File: src/design/dq_pkg.sv
// Package for the double-ended queue: payload types, operation codes,
// status codes and the sequencer state type. Depends on nothing.
package dq_pkg;

	// Payload field types as seen on the channels.
	typedef logic [2:0]         kind_t;
	typedef logic signed [31:0] word_t;
	typedef logic [1:0]         status_t;
	typedef logic [5:0]         count_t;

	// Operation codes carried in the kind field.
	localparam kind_t KIND_PUSH_FRONT = 3'd0;
	localparam kind_t KIND_PUSH_BACK  = 3'd1;
	localparam kind_t KIND_POP_FRONT  = 3'd2;
	localparam kind_t KIND_POP_BACK   = 3'd3;
	localparam kind_t KIND_CONTAINS   = 3'd4;
	localparam kind_t KIND_REMOVE     = 3'd5;

	// Status codes returned with every result.
	localparam status_t STATUS_DONE  = 2'd0;
	localparam status_t STATUS_FULL  = 2'd1;
	localparam status_t STATUS_EMPTY = 2'd2;

	// Sequencer states, one-hot.
	typedef enum logic [6:0] {
		ST_IDLE     = 7'b0000001,
		ST_EXEC     = 7'b0000010,
		ST_SEARCH   = 7'b0000100,
		ST_SHIFT    = 7'b0001000,
		ST_RD_FRONT = 7'b0010000,
		ST_RD_BACK  = 7'b0100000,
		ST_FINISH   = 7'b1000000
	} state_t;

endpackage

File: src/design/dq_cmd_if.sv
// Command channel of the double-ended queue: valid/ready plus the
// operation and its value. Depends on dq_pkg.
interface dq_cmd_if import dq_pkg::*; ();
	logic  valid;
	logic  ready;
	kind_t kind;
	word_t entry_value;

	modport source (output valid, output kind, output entry_value, input ready);
	modport sink (input valid, input kind, input entry_value, output ready);
endinterface

File: src/design/dq_rsp_if.sv
// Response channel of the double-ended queue: valid/ready plus the
// status and the state summary after each operation. Depends on dq_pkg.
interface dq_rsp_if import dq_pkg::*; ();
	logic    valid;
	logic    ready;
	status_t status;
	logic    found;
	word_t   front_value;
	word_t   back_value;
	count_t  entry_count;
	logic    is_empty;

	modport source (output valid, output status, output found, output front_value,
		output back_value, output entry_count, output is_empty, input ready);
	modport sink (input valid, input status, input found, input front_value,
		input back_value, input entry_count, input is_empty, output ready);
endinterface

File: src/design/dq_ram.sv
// Generic single-write, single-read RAM with a registered read port.
// Standalone; depends on nothing.
module dq_ram #(
	parameter int WIDTH = 32,
	parameter int DEPTH = 32
) (
	input  logic                     clk,
	input  logic                     we,
	input  logic [$clog2(DEPTH)-1:0] waddr,
	input  logic [WIDTH-1:0]         wdata,
	input  logic                     re,
	input  logic [$clog2(DEPTH)-1:0] raddr,
	output logic [WIDTH-1:0]         rdata
);
	logic [WIDTH-1:0] mem [DEPTH];
	logic [WIDTH-1:0] rdata_q;

	// Write port.
	always_ff @(posedge clk) begin
		if (we) begin
			mem[waddr] <= wdata;
		end
	end

	// Registered read port; data holds while no read is issued.
	always_ff @(posedge clk) begin
		if (re) begin
			rdata_q <= mem[raddr];
		end
	end

	assign rdata = rdata_q;
endmodule

File: src/design/double_ended_queue.sv
// Bounded double-ended queue of words kept as a ring buffer in one RAM.
// Top level; depends on dq_pkg, dq_cmd_if, dq_rsp_if and dq_ram.
//
// The queue holds up to DEPTH words of VALUE_WIDTH bits and takes one command
// beat at a time: push front, push back, pop front, pop back, contains, or
// remove the first match counted from the front. Every command gives one
// response beat with the status, the found flag, the front and back words
// (zero when empty), the count and an empty flag. For pushes and pops the
// sequencer first updates the pointers or writes the RAM, then reads the front
// and back words through the RAM's registered read port, then loads the
// response register that presents the response beat; that load waits while an
// earlier response has not been taken. Contains walks the entries from the
// front with one RAM read per cycle until it finds a match or passes the back
// entry. Remove then reads each later word and writes it back one place toward
// the front; no word is moved when the match is the back entry. The single RAM
// port pair sets this order of steps.
// A new command is taken only once the previous one is finished; the response
// register lets the next command start while a response still waits.
module double_ended_queue import dq_pkg::*; #(
	parameter int DEPTH       = 32,
	parameter int VALUE_WIDTH = 32
) (
	input  logic     clk,
	input  logic     arst_n,
	dq_cmd_if.sink   cmd,
	dq_rsp_if.source rsp
);
	localparam int AW = $clog2(DEPTH);
	localparam int CW = $clog2(DEPTH + 1);
	localparam int SW = CW + 1;

	typedef logic [AW-1:0]          addr_t;
	typedef logic [CW-1:0]          cnt_t;
	typedef logic [VALUE_WIDTH-1:0] val_t;

	// Ring address of the entry at a given offset from the front.
	function automatic addr_t slot(input addr_t h, input cnt_t k);
		logic [SW-1:0] s;
		s = SW'(h) + SW'(k);
		if (s >= SW'(DEPTH)) begin
			s = s - SW'(DEPTH);
		end
		return AW'(s);
	endfunction

	state_t        state_q;
	kind_t         kind_q;
	val_t          value_q;
	addr_t         head_q;
	cnt_t          count_q;
	status_t       status_q;
	logic          found_q;
	cnt_t          ik_q;
	cnt_t          ck_q;
	logic          rv_q;
	logic [31:0]   front_q;
	logic          rsp_valid_q;
	status_t       rsp_status_q;
	logic          rsp_found_q;
	logic [31:0]   rsp_front_q;
	logic [31:0]   rsp_back_q;
	count_t        rsp_count_q;
	logic          rsp_empty_q;

	logic          we;
	addr_t         waddr;
	val_t          wdata;
	logic          re;
	addr_t         raddr;
	val_t          rdata;

	logic          is_full;
	logic          is_zero;
	logic          match;
	logic          issue;
	logic          rsp_load;
	addr_t         head_dec;

	dq_ram #(
		.WIDTH(VALUE_WIDTH),
		.DEPTH(DEPTH)
	) u_ram (
		.clk  (clk),
		.we   (we),
		.waddr(waddr),
		.wdata(wdata),
		.re   (re),
		.raddr(raddr),
		.rdata(rdata)
	);

	assign is_full  = (count_q == CW'(DEPTH));
	assign is_zero  = (count_q == '0);
	assign match    = rv_q && (rdata == value_q);
	assign issue    = (ik_q < count_q);
	assign head_dec = (head_q == '0) ? AW'(DEPTH - 1) : head_q - 1'b1;
	assign rsp_load = (state_q == ST_FINISH) && (!rsp_valid_q || rsp.ready);

	assign cmd.ready = (state_q == ST_IDLE);

	// RAM port control for each step of the sequencer.
	always_comb begin
		we    = 1'b0;
		waddr = slot(head_q, ck_q);
		wdata = rdata;
		re    = 1'b0;
		raddr = slot(head_q, ik_q);
		case (state_q)
			ST_EXEC: begin
				case (kind_q)
					KIND_PUSH_FRONT: begin
						we    = !is_full;
						waddr = head_dec;
						wdata = value_q;
					end
					KIND_PUSH_BACK: begin
						we    = !is_full;
						waddr = slot(head_q, count_q);
						wdata = value_q;
					end
					KIND_CONTAINS, KIND_REMOVE: begin
						re    = !is_zero;
						raddr = head_q;
					end
					default: begin
					end
				endcase
			end
			ST_SEARCH: begin
				re = !match && issue;
			end
			ST_SHIFT: begin
				we = rv_q;
				re = issue;
			end
			ST_RD_FRONT: begin
				re    = !is_zero;
				raddr = head_q;
			end
			ST_RD_BACK: begin
				re    = !is_zero;
				raddr = slot(head_q, count_q - 1'b1);
			end
			default: begin
			end
		endcase
	end

	// Sequencer and queue pointers.
	always_ff @(posedge clk or negedge arst_n) begin
		if (!arst_n) begin
			state_q <= ST_IDLE;
			head_q  <= '0;
			count_q <= '0;
			rv_q    <= 1'b0;
			ik_q    <= '0;
			ck_q    <= '0;
		end else begin
			case (state_q)
				ST_IDLE: begin
					if (cmd.valid) begin
						state_q <= ST_EXEC;
					end
				end
				ST_EXEC: begin
					state_q <= ST_RD_FRONT;
					case (kind_q)
						KIND_PUSH_FRONT: begin
							if (!is_full) begin
								head_q  <= head_dec;
								count_q <= count_q + 1'b1;
							end
						end
						KIND_PUSH_BACK: begin
							if (!is_full) begin
								count_q <= count_q + 1'b1;
							end
						end
						KIND_POP_FRONT: begin
							if (!is_zero) begin
								head_q  <= slot(head_q, CW'(1));
								count_q <= count_q - 1'b1;
							end
						end
						KIND_POP_BACK: begin
							if (!is_zero) begin
								count_q <= count_q - 1'b1;
							end
						end
						KIND_CONTAINS, KIND_REMOVE: begin
							if (!is_zero) begin
								ik_q    <= CW'(1);
								ck_q    <= '0;
								rv_q    <= 1'b1;
								state_q <= ST_SEARCH;
							end
						end
						default: begin
						end
					endcase
				end
				ST_SEARCH: begin
					if (match) begin
						rv_q <= 1'b0;
						if (kind_q == KIND_REMOVE) begin
							ik_q    <= ck_q + 1'b1;
							state_q <= ST_SHIFT;
						end else begin
							state_q <= ST_RD_FRONT;
						end
					end else if (rv_q && (ck_q == count_q - 1'b1)) begin
						rv_q    <= 1'b0;
						state_q <= ST_RD_FRONT;
					end else begin
						rv_q <= issue;
						if (issue) begin
							ik_q <= ik_q + 1'b1;
							ck_q <= ik_q;
						end
					end
				end
				ST_SHIFT: begin
					// Each word read here lands one place toward the front next cycle.
					if (issue) begin
						ik_q <= ik_q + 1'b1;
						ck_q <= ik_q - 1'b1;
						rv_q <= 1'b1;
					end else begin
						rv_q <= 1'b0;
						if (!rv_q) begin
							count_q <= count_q - 1'b1;
							state_q <= ST_RD_FRONT;
						end
					end
				end
				ST_RD_FRONT: begin
					state_q <= ST_RD_BACK;
				end
				ST_RD_BACK: begin
					state_q <= ST_FINISH;
				end
				ST_FINISH: begin
					if (rsp_load) begin
						state_q <= ST_IDLE;
					end
				end
				default: begin
					state_q <= ST_IDLE;
				end
			endcase
		end
	end

	// Command capture, status, found flag and the front word.
	always_ff @(posedge clk) begin
		if (cmd.valid && cmd.ready) begin
			kind_q   <= cmd.kind;
			value_q  <= VALUE_WIDTH'($unsigned(cmd.entry_value));
			status_q <= STATUS_DONE;
			found_q  <= 1'b0;
		end
		if (state_q == ST_EXEC) begin
			if ((kind_q == KIND_PUSH_FRONT || kind_q == KIND_PUSH_BACK) && is_full) begin
				status_q <= STATUS_FULL;
			end
			if ((kind_q == KIND_POP_FRONT || kind_q == KIND_POP_BACK) && is_zero) begin
				status_q <= STATUS_EMPTY;
			end
		end
		if (state_q == ST_SEARCH && match) begin
			found_q <= 1'b1;
		end
		if (state_q == ST_RD_BACK) begin
			front_q <= is_zero ? 32'd0 : 32'(rdata);
		end
	end

	// Response register.
	always_ff @(posedge clk or negedge arst_n) begin
		if (!arst_n) begin
			rsp_valid_q <= 1'b0;
		end else if (rsp_load) begin
			rsp_valid_q <= 1'b1;
		end else if (rsp.ready) begin
			rsp_valid_q <= 1'b0;
		end
	end

	always_ff @(posedge clk) begin
		if (rsp_load) begin
			rsp_status_q <= status_q;
			rsp_found_q  <= found_q;
			rsp_front_q  <= front_q;
			rsp_back_q   <= is_zero ? 32'd0 : 32'(rdata);
			rsp_count_q  <= 6'(count_q);
			rsp_empty_q  <= is_zero;
		end
	end

	assign rsp.valid       = rsp_valid_q;
	assign rsp.status      = rsp_status_q;
	assign rsp.found       = rsp_found_q;
	assign rsp.front_value = rsp_front_q;
	assign rsp.back_value  = rsp_back_q;
	assign rsp.entry_count = rsp_count_q;
	assign rsp.is_empty    = rsp_empty_q;

	// The count never moves while no command is in progress.
	a_count_idle: assert property (@(posedge clk) disable iff (!arst_n)
		(state_q == ST_IDLE) |=> $stable(count_q))
		else $error("entry count changed while idle");

	// A full status is only reported when the queue is at capacity.
	a_full_count: assert property (@(posedge clk) disable iff (!arst_n)
		rsp_load && (status_q == STATUS_FULL) |=> (rsp_count_q == 6'(DEPTH)))
		else $error("full status with a queue below capacity");

	// The block is busy, not ready, in the cycle after a command beat.
	a_busy_after_beat: assert property (@(posedge clk) disable iff (!arst_n)
		(cmd.valid && cmd.ready) |=> !cmd.ready)
		else $error("command accepted on consecutive cycles");

	// The count held never exceeds the capacity.
	a_count_bound: assert property (@(posedge clk) disable iff (!arst_n)
		count_q <= CW'(DEPTH))
		else $error("entry count beyond capacity");
endmodule
File: src/flat_wrapper.sv
// flat-port wrapper written by rule: the top's interface ports become plain ports
module double_ended_queue_flat import dq_pkg::*;
#(
	parameter int DEPTH       = 32,
	parameter int VALUE_WIDTH = 32
)
  (clk, arst_n, cmd_valid, cmd_kind, cmd_entry_value, cmd_ready, rsp_valid, rsp_status, rsp_found, rsp_front_value, rsp_back_value, rsp_entry_count, rsp_is_empty, rsp_ready);
  dq_cmd_if cmd_i ();
  dq_rsp_if rsp_i ();
  input  logic clk;
  input  logic arst_n;
  input wire logic [$bits(cmd_i.valid)-1:0] cmd_valid;
  input wire logic [$bits(cmd_i.kind)-1:0] cmd_kind;
  input wire logic [$bits(cmd_i.entry_value)-1:0] cmd_entry_value;
  output wire logic [$bits(cmd_i.ready)-1:0] cmd_ready;
  output wire logic [$bits(rsp_i.valid)-1:0] rsp_valid;
  output wire logic [$bits(rsp_i.status)-1:0] rsp_status;
  output wire logic [$bits(rsp_i.found)-1:0] rsp_found;
  output wire logic [$bits(rsp_i.front_value)-1:0] rsp_front_value;
  output wire logic [$bits(rsp_i.back_value)-1:0] rsp_back_value;
  output wire logic [$bits(rsp_i.entry_count)-1:0] rsp_entry_count;
  output wire logic [$bits(rsp_i.is_empty)-1:0] rsp_is_empty;
  input wire logic [$bits(rsp_i.ready)-1:0] rsp_ready;
  assign cmd_i.valid = cmd_valid;
  assign cmd_i.kind = cmd_kind;
  assign cmd_i.entry_value = cmd_entry_value;
  assign cmd_ready = cmd_i.ready;
  assign rsp_valid = rsp_i.valid;
  assign rsp_status = rsp_i.status;
  assign rsp_found = rsp_i.found;
  assign rsp_front_value = rsp_i.front_value;
  assign rsp_back_value = rsp_i.back_value;
  assign rsp_entry_count = rsp_i.entry_count;
  assign rsp_is_empty = rsp_i.is_empty;
  assign rsp_i.ready = rsp_ready;
  double_ended_queue #(.DEPTH(DEPTH), .VALUE_WIDTH(VALUE_WIDTH)) u_core (.clk(clk), .arst_n(arst_n), .cmd(cmd_i), .rsp(rsp_i));
endmodule
File: config.mk
export PLATFORM = sky130hd
export DESIGN_NAME = double_ended_queue_flat
export DESIGN_NICKNAME = d
export VERILOG_FILES = /design/src/design/dq_pkg.sv /design/src/design/dq_cmd_if.sv /design/src/design/dq_rsp_if.sv /design/src/design/dq_ram.sv /design/src/design/double_ended_queue.sv /design/src/flat_wrapper.sv
export SDC_FILE = /design/constraint.sdc
export NUM_CORES = 2
export LEC_CHECK = 0
export ABC_AREA = 1
export BUFFER_PORTS_ARGS = -buffer_cell sky130_fd_sc_hd__clkbuf_2
export CAP_MARGIN = 40
export CORE_MARGIN = 2
export CORE_UTILIZATION = 54
export CTS_BUF_LIST = sky130_fd_sc_hd__clkbuf_4 sky130_fd_sc_hd__clkbuf_8
export CTS_CLUSTER_SIZE = 25
export DETAILED_ROUTE_END_ITERATION = 8
export MAX_ROUTING_LAYER = met4
export PLACE_DENSITY = 0.67
export SYNTH_ARGS = -nofsm -noshare
export SYNTH_HDL_FRONTEND = slang
export SYNTH_SLANG_ARGS = --single-unit
export TNS_END_PERCENT = 30
File: constraint.sdc
create_clock -name clk -period 8.58 [get_ports clk]
set_input_delay 1.287 -clock clk [delete_from_list [all_inputs] [get_ports clk]]
set_output_delay 1.287 -clock clk [all_outputs]
set_load 0.05 [all_outputs]
; ---- Yosys cells after proc, flatten, opt, wreduce, memory -nomap -nowiden
; Memories as Yosys holds them, arrays and structs flattened. A register that Yosys moved wholly into a read port is not among the register bits.
; Cells that the tools add are included.
[totals]
ff_bits = 176
ramBits = 1024
in_bits = 39
output_inout_bits = 76
wordCells = 170
memories = 1
[memory_table]
columns = memory, words, width, read_ports, rd_clocked_by_memory_dff, wr, line_no
row1 = u_core.u_ram.mem, 32, 32, 1, 1, 1, dq_ram.sv:15  ; logic [WIDTH-1:0] mem [DEPTH];
[classes]
add_sub_neg = 16
order_cmp = 6
eq_ne = 33
muxes = 64
n_reduce_logical = 32
[ops]
columns = op, n
row1 = two-way mux 32 bit, 3
row2 = two-way mux 6 bit, 16
row3 = two-way mux 5 bit, 12
row4 = two-way mux 7 bit, 7
row5 = case mux 7 bit (7 select lines), 1
row6 = case mux 6 bit (3 select lines), 2
row7 = equality test 32 bit, 1
row8 = "subtractor 5 x 1 -> 5 bit, second input constant", 6
row9 = adder 5 x 6 -> 7 bit, 4
row10 = ">= comparator 7 x 6 -> 1 bit, second input constant", 4
row11 = case mux 6 bit (2 select lines), 2
row12 = case mux 5 bit (2 select lines), 2
row13 = "adder 6 x 1 -> 6 bit, second input constant", 3
row14 = "inequality test 2 bit, second input constant", 9
row15 = case mux 5 bit (3 select lines), 1
row16 = "inequality test 3 bit, second input constant", 4
row17 = "subtractor 6 x 1 -> 6 bit, second input constant", 2
row18 = two-way mux 1 bit, 11
row19 = AND reduction 5 bit, 2
row20 = logical AND 1 bit, 8
row21 = two-way mux 2 bit, 4
row22 = OR reduction 2 bit, 4
row23 = "equality test 7 x 1 -> 1 bit, second input constant", 1
row24 = "equality test 7 x 2 -> 1 bit, second input constant", 1
row25 = 30 further kinds, 41

; ---- Depth between registers and ports, before layout
[logic_depth]
word_depth = 6
mapped_depth = 18
ltp_nobuf = 17

; ---- By module
; A second synthesis with hierarchy kept.
[unflattened]
hier_cells = 4599
hier_area_um2 = 52253.9
[modules_own_cells]
columns = module, n_inst, cells_per_inst, area_per_inst_um2, seq_area_each_um2
row1 = dq_ram, 1, 3536, 42726.0, 31710.4
row2 = double_ended_queue, 1, 1063, 9527.9, 5096.1

; ---- Worst setup path after synthesis
; Ideal clock, no wire load.
[synth_path]
kind = input -> register
startpoint = in rsp_ready
endpoint = reg u_core.rsp_back_q[0], in the netlist u_core.rsp.back_value[0], enable pin
setup_ps = 507
t_arrival_ps = 4435
required_ps = 8073
setup_slack_ps = 3638
cell_stages = 2
n_path_buf = 0
path_cell_list = nor2_1 -> nor2_1
[synth_between]
elab_chain_len = 2
[synth_rtl]
columns = element, line_no
row1 = "start, declared", flat_wrapper.sv:23  ; input wire logic [$bits(rsp_i.ready)-1:0] rsp_ready;
row2 = logical OR 1 bit, double_ended_queue.sv:97  ; assign rsp_load = (state_q == ST_FINISH) && (!rsp_valid_q || rsp.ready);
row3 = logical AND 1 bit, double_ended_queue.sv:97
row4 = named net u_core.rsp_load, double_ended_queue.sv:76  ; logic rsp_load;
row5 = "end signal, assigned", double_ended_queue.sv:294  ; rsp_back_q <= is_zero ? 32'd0 : 32'(rdata);
row6 = "end, declared", double_ended_queue.sv:61  ; logic [31:0] rsp_back_q;
; The timed path passes the listed nets, and every way through them passes these cells.
; A chain may end at the register's enable or synchronous reset.

; ---- Worst setup path after layout
[layout_path]
startpoint = reg u_core.count_q[0]
endpoint = reg u_core.u_ram.rdata_q[29], in the netlist u_core.u_ram.rdata[29], read port of u_core.u_ram.mem (data pin)
[layout_between]
elab_chain_len = 5
elab_cells_between_ends = 12
classes_between = add/sub: 3 / order compare: 2 / mux: 4 / reduce/logical: 3
[layout_rtl]
columns = element, line_no
row1 = "start, declared", double_ended_queue.sv:50  ; cnt_t count_q;
row2 = "start signal, assigned", double_ended_queue.sv:171  ; count_q <= count_q + 1'b1;
row3 = "start signal, assigned", double_ended_queue.sv:176  ; count_q <= count_q + 1'b1;
row4 = "start signal, assigned", double_ended_queue.sv:182  ; count_q <= count_q - 1'b1;
row5 = subtractor 6 x 1 -> 6 bit, double_ended_queue.sv:142  ; raddr = slot(head_q, count_q - 1'b1);
row6 = adder 5 x 6 -> 7 bit, double_ended_queue.sv:39  ; s = SW'(h) + SW'(k);
row7 = >= comparator 7 x 6 -> 1 bit or subtractor 5 x 1 -> 5 bit (tied branches), "double_ended_queue.sv:40, double_ended_queue.sv:41"
row8 = two-way mux 5 bit, double_ended_queue.sv:40  ; if (s >= SW'(DEPTH)) begin
row9 = case mux 5 bit (3 select lines), double_ended_queue.sv:108  ; case (state_q)
row10 = "end, declared", dq_ram.sv:16  ; logic [WIDTH-1:0] rdata_q;
; Several ways; a longest one is shown, not always the timed one.

==> key figures <==
Run status
  – Status: complete, no violations

Floorplanning
  – Core Region: 0.102 mm^2
  – Initial Util: 54.5%
  – Die W: 324 um
  – Cell Rows: 117
  – I/O pin total: 115
  – Chip Height: approximately 320 um
  – Die area: around 0.11 mm^2

CTS
  – Root Buffer: clkbuf_8
  – TritonCTS clock tree: yes
  – PostCTS Resize Cnt: 0
  – Clock latency on the worst-skew pair: 910 ps
  – CTS clk-pin slew, worst paths: 60 ps
  – Worst-case clock buffer depth: 3
  – H-tree depth: 4
  – Setup bufs post-CTS: 0
  – Sinks on Clock Net: 1232
  – Hold-fix buffers, CTS: 0
  – Total CTS buffers: 195

Route
  – Initial DRT Pass Iterations: 6
  – DRT iter0 DRCs: 5252
  – Via density: ~5.7
  – Final antenna-violating net count: 0
  – Via count: 39664
  – DRC viols: 0
  – Avg WL per Cell: 23.1 um
  – Routed WL: 162000 um

STA
  – Slew @ Worst Pin: 1220 ps
  – Post-route minimum period: 4490 ps
  – Setup-failing EPs final: 0
  – Final Cycle Share: between 50% and 60%
  – Setup Skew: 69.9 ps
  – Fmax: around 220 MHz
  – Setup TNS: 0 ps
  – Max-slew violations: 0
  – Final Hold Violating Endpoints: 0
  – RSZ-0062 raised after global routing: no
  – Slew headroom: 18.6%

Synthesis
  – Synth Warn #: 0
  – Mapped Area: 0.0554 mm^2
  – Synth Flop Type: edfxtp_1
  – Mean post-synth cell area: approximately 10 um^2
  – Post-synth EDFFs: 1197
  – #FFs+latches synth: 1232
  – Post-synth ARST share: 2.60%
  – Register area share after synthesis: 66.4%
  – Net count after synthesis: approximately 5400
  – Mapped Cells: 5356
  – Post-synthesis cell type count: 54

Pwr
  – Leakage: 26.3 nW
  – Total power: 0.0258 W
  – Pwr dens: 416 mW/mm^2
  – Peak supply drop: 0.691 mV

Setup path
  – Worst reg2reg path startpoint: u_core.count_q[0]$_DFFE_PN0P_
  – RR Endpoint: u_core.u_ram.rdata[29]$_DFFE_PP_
  – CP Capture Type: flip-flop
  – R2R setup slack: 4090 ps
  – Startpoint Class: flip-flop
  – Worst Path Required: between 9000 and 10000 ps
  – Max Fanout on Critical Path: 162
  – Critical path arrival: 5230 ps
  – Crit path kind: flip-flop to flip-flop
  – Worst R2R Path Depth: 16

Min path
  – Worst hold path type: primary input to async pin

Global route
  – GR Overflow Total: 0
  – Largest net degree at the start of global routing: 178
  – Global-route wire length before repair: 240000 um
  – Vias in the first global route: 37273
  – GRT Overall Usage: between 30% and 40%
  – Antenna violations before repair: 1

Final layout
  – Syn-to-layout area delta: 11.8%
  – Share of cells above drive strength 1: 10.8%
  – NumNets Final: 5579
  – Fin util: 60.9%

Placement
  – Port Buffers: 114
  – Routability cong.: 0.925
  – Post-DP HPWL: 87800 um

Job
  – Number of max-cap violations: 0
Yosys cell counts (2+ instances only):
library cell  instances  area, um^2
a21oi_1              24         120
buf_1                21        78.8
buf_2               109         546
buf_4                29         218
buf_6                 2        22.5
clkbuf_1            107         402
dfrtp_1              31         776
dfxtp_1               3        60.1
edfxtp_1           1197       35900
fa_1                  4        80.1
ha_1                 28         350
inv_1              1048        3930
inv_2                 9        33.8
nand2_1            1121        4210
nand2_2               5        31.3
nand3_1            1183        5920
nand3_2               3        30.0
nand3b_1            131         983
nand4_1              13        81.3
nor2_1              111         417
nor2_2                2        12.5
nor3_1               19        95.1
nor4_1                4        25.0
o2111ai_1             2        17.5
o211ai_1              5        37.5
o21a_1                3        22.5
o21ai_0              61         305
o21ai_1               3        15.0
o22ai_1               3        18.8
or2_2                 8        50.1
xnor2_1              19         166
xor2_1               26         228
placed cells by master (no fill, tap or decap), drive strengths merged, types with 2 or more instances in the layout:
master    synthesis  layout
edfxtp         1197    1197
nand3          1186    1186
nand2          1127    1127
inv            1057    1061
clkbuf          107     370
nand3b          131     131
nor2            113     113
buf             161     109
o21ai            64      64
clkinv            1      61
dfrtp            31      31
ha               28      28
xor2             26      26
a21oi            25      25
nor3             20      20
xnor2            19      19
nand4            13      13
bufinv            0      10
or2               9       9
clkinvlp          0       7
nor4              6       6
o211ai            5       5
fa                4       4
o21a              3       3
o22ai             3       3
dfxtp             3       3
o2111ai           2       2
a21boi            2       2
flip-flops by register name (all words and copies together) (netlist names):
name / cells
u_core.count_q: 6
u_core.rsp.entry_count: 6
u_core.rsp.status: 2
u_core.head_q: 5
u_core.value_q: 32
u_core.ck_q: 6
u_core.u_ram.mem: 1024
u_core.rsp.found: 1
u_core.rsp.is_empty: 1
u_core.rsp.valid: 1
u_core.found_q: 1
u_core.kind_q: 3
u_core.status_q: 2
u_core.u_ram.rdata: 32
u_core.front_q: 32
u_core.rsp.front_value: 32
u_core.rv_q: 1
u_core.state_q: 7
u_core.ik_q: 6
u_core.rsp.back_value: 32
metrics by stage:
step                      setup WS [ps]  area, um^2  hold WS (ps)  std cells
after floorplan                    3640       55400           400       5356
after global placement             3820       57600           402       6648
after detailed placement           4160       58200           405       6679
after CTS                          4150       62000           354       7016
after global routing               3850       62000           413       7017
final                              4090       62000           402       7017
how the worst max path moves through the flow:
stage | from | endpoint | cells after the start
after floorplan | rsp_ready | u_core.rsp.back_value[0]$_DFFE_PP_ | 2
after CTS | u_core.count_q[0]$_DFFE_PN0P_ | u_core.u_ram.rdata[9]$_DFFE_PP_ | 16
after global routing | u_core.head_q[0]$_DFFE_PN0P_ | u_core.u_ram.rdata[15]$_DFFE_PP_ | 17
after global placement | u_core.head_q[0]$_DFFE_PN0P_ | u_core.u_ram.rdata[27]$_DFFE_PP_ | 16
after detailed placement | u_core.count_q[0]$_DFFE_PN0P_ | u_core.u_ram.rdata[9]$_DFFE_PP_ | 16
final | u_core.count_q[0]$_DFFE_PN0P_ | u_core.u_ram.rdata[29]$_DFFE_PP_ | 16
layout make-up:
class | instances | area, um^2
repair buffers | 223 | 1820
flip-flops and latches | 1232 | 36800
clock inverters | 81 | 678
fillers | 8133 | 39800
well taps | 1368 | 1710
multi-input cells | 2798 | 13800
clock buffers | 256 | 3150
inverters | 1058 | 3980
diodes | 1 | 2.50
metal layers:
| metal | global-route usage, % | routed length (um) |
|---|---|---|
| met3 | 5.42 | 17700 |
| met2 | 48.1 | 74900 |
| met4 | 12.7 | 6220 |
| met1 | 42.4 | 63400 |
| met5 | - | 0 |
worst max-delay path: stages, from the launching register on:
cell	delay [ps]
dfrtp_1	480
inv_1	200
ha_1	390
inv_1	150
fa_1	440
nand2_1	160
nand2_1	80
nor2_1	80
nand2_1	90
nand2_4	550
buf_12	750
nand3_1	310
nand3_1	170
nand3_1	100
nand2_1	80
nand2_1	60
nand2_1	110
report_power, final:
group	switching, W	internal [W]	leakage (nW)
combinational	0.00935	0.00370	13.1
clock	0.00233	0.00269	1.99
sequential	0.000288	0.00744	11.2
cells by family after synthesis:
logic type	Yosys count	share of synthesized area, %
AOI/OAI and AO/OA	110	1.11
xor gates and xnor gates	45	0.711
adders and majority gates	32	0.776
buffers and inverters	1326	9.45
DFF	1232	66.4
muxes	1	0.0181
and+or+nand+nor	2610	21.6
Power figures use the tool's default switching activity.
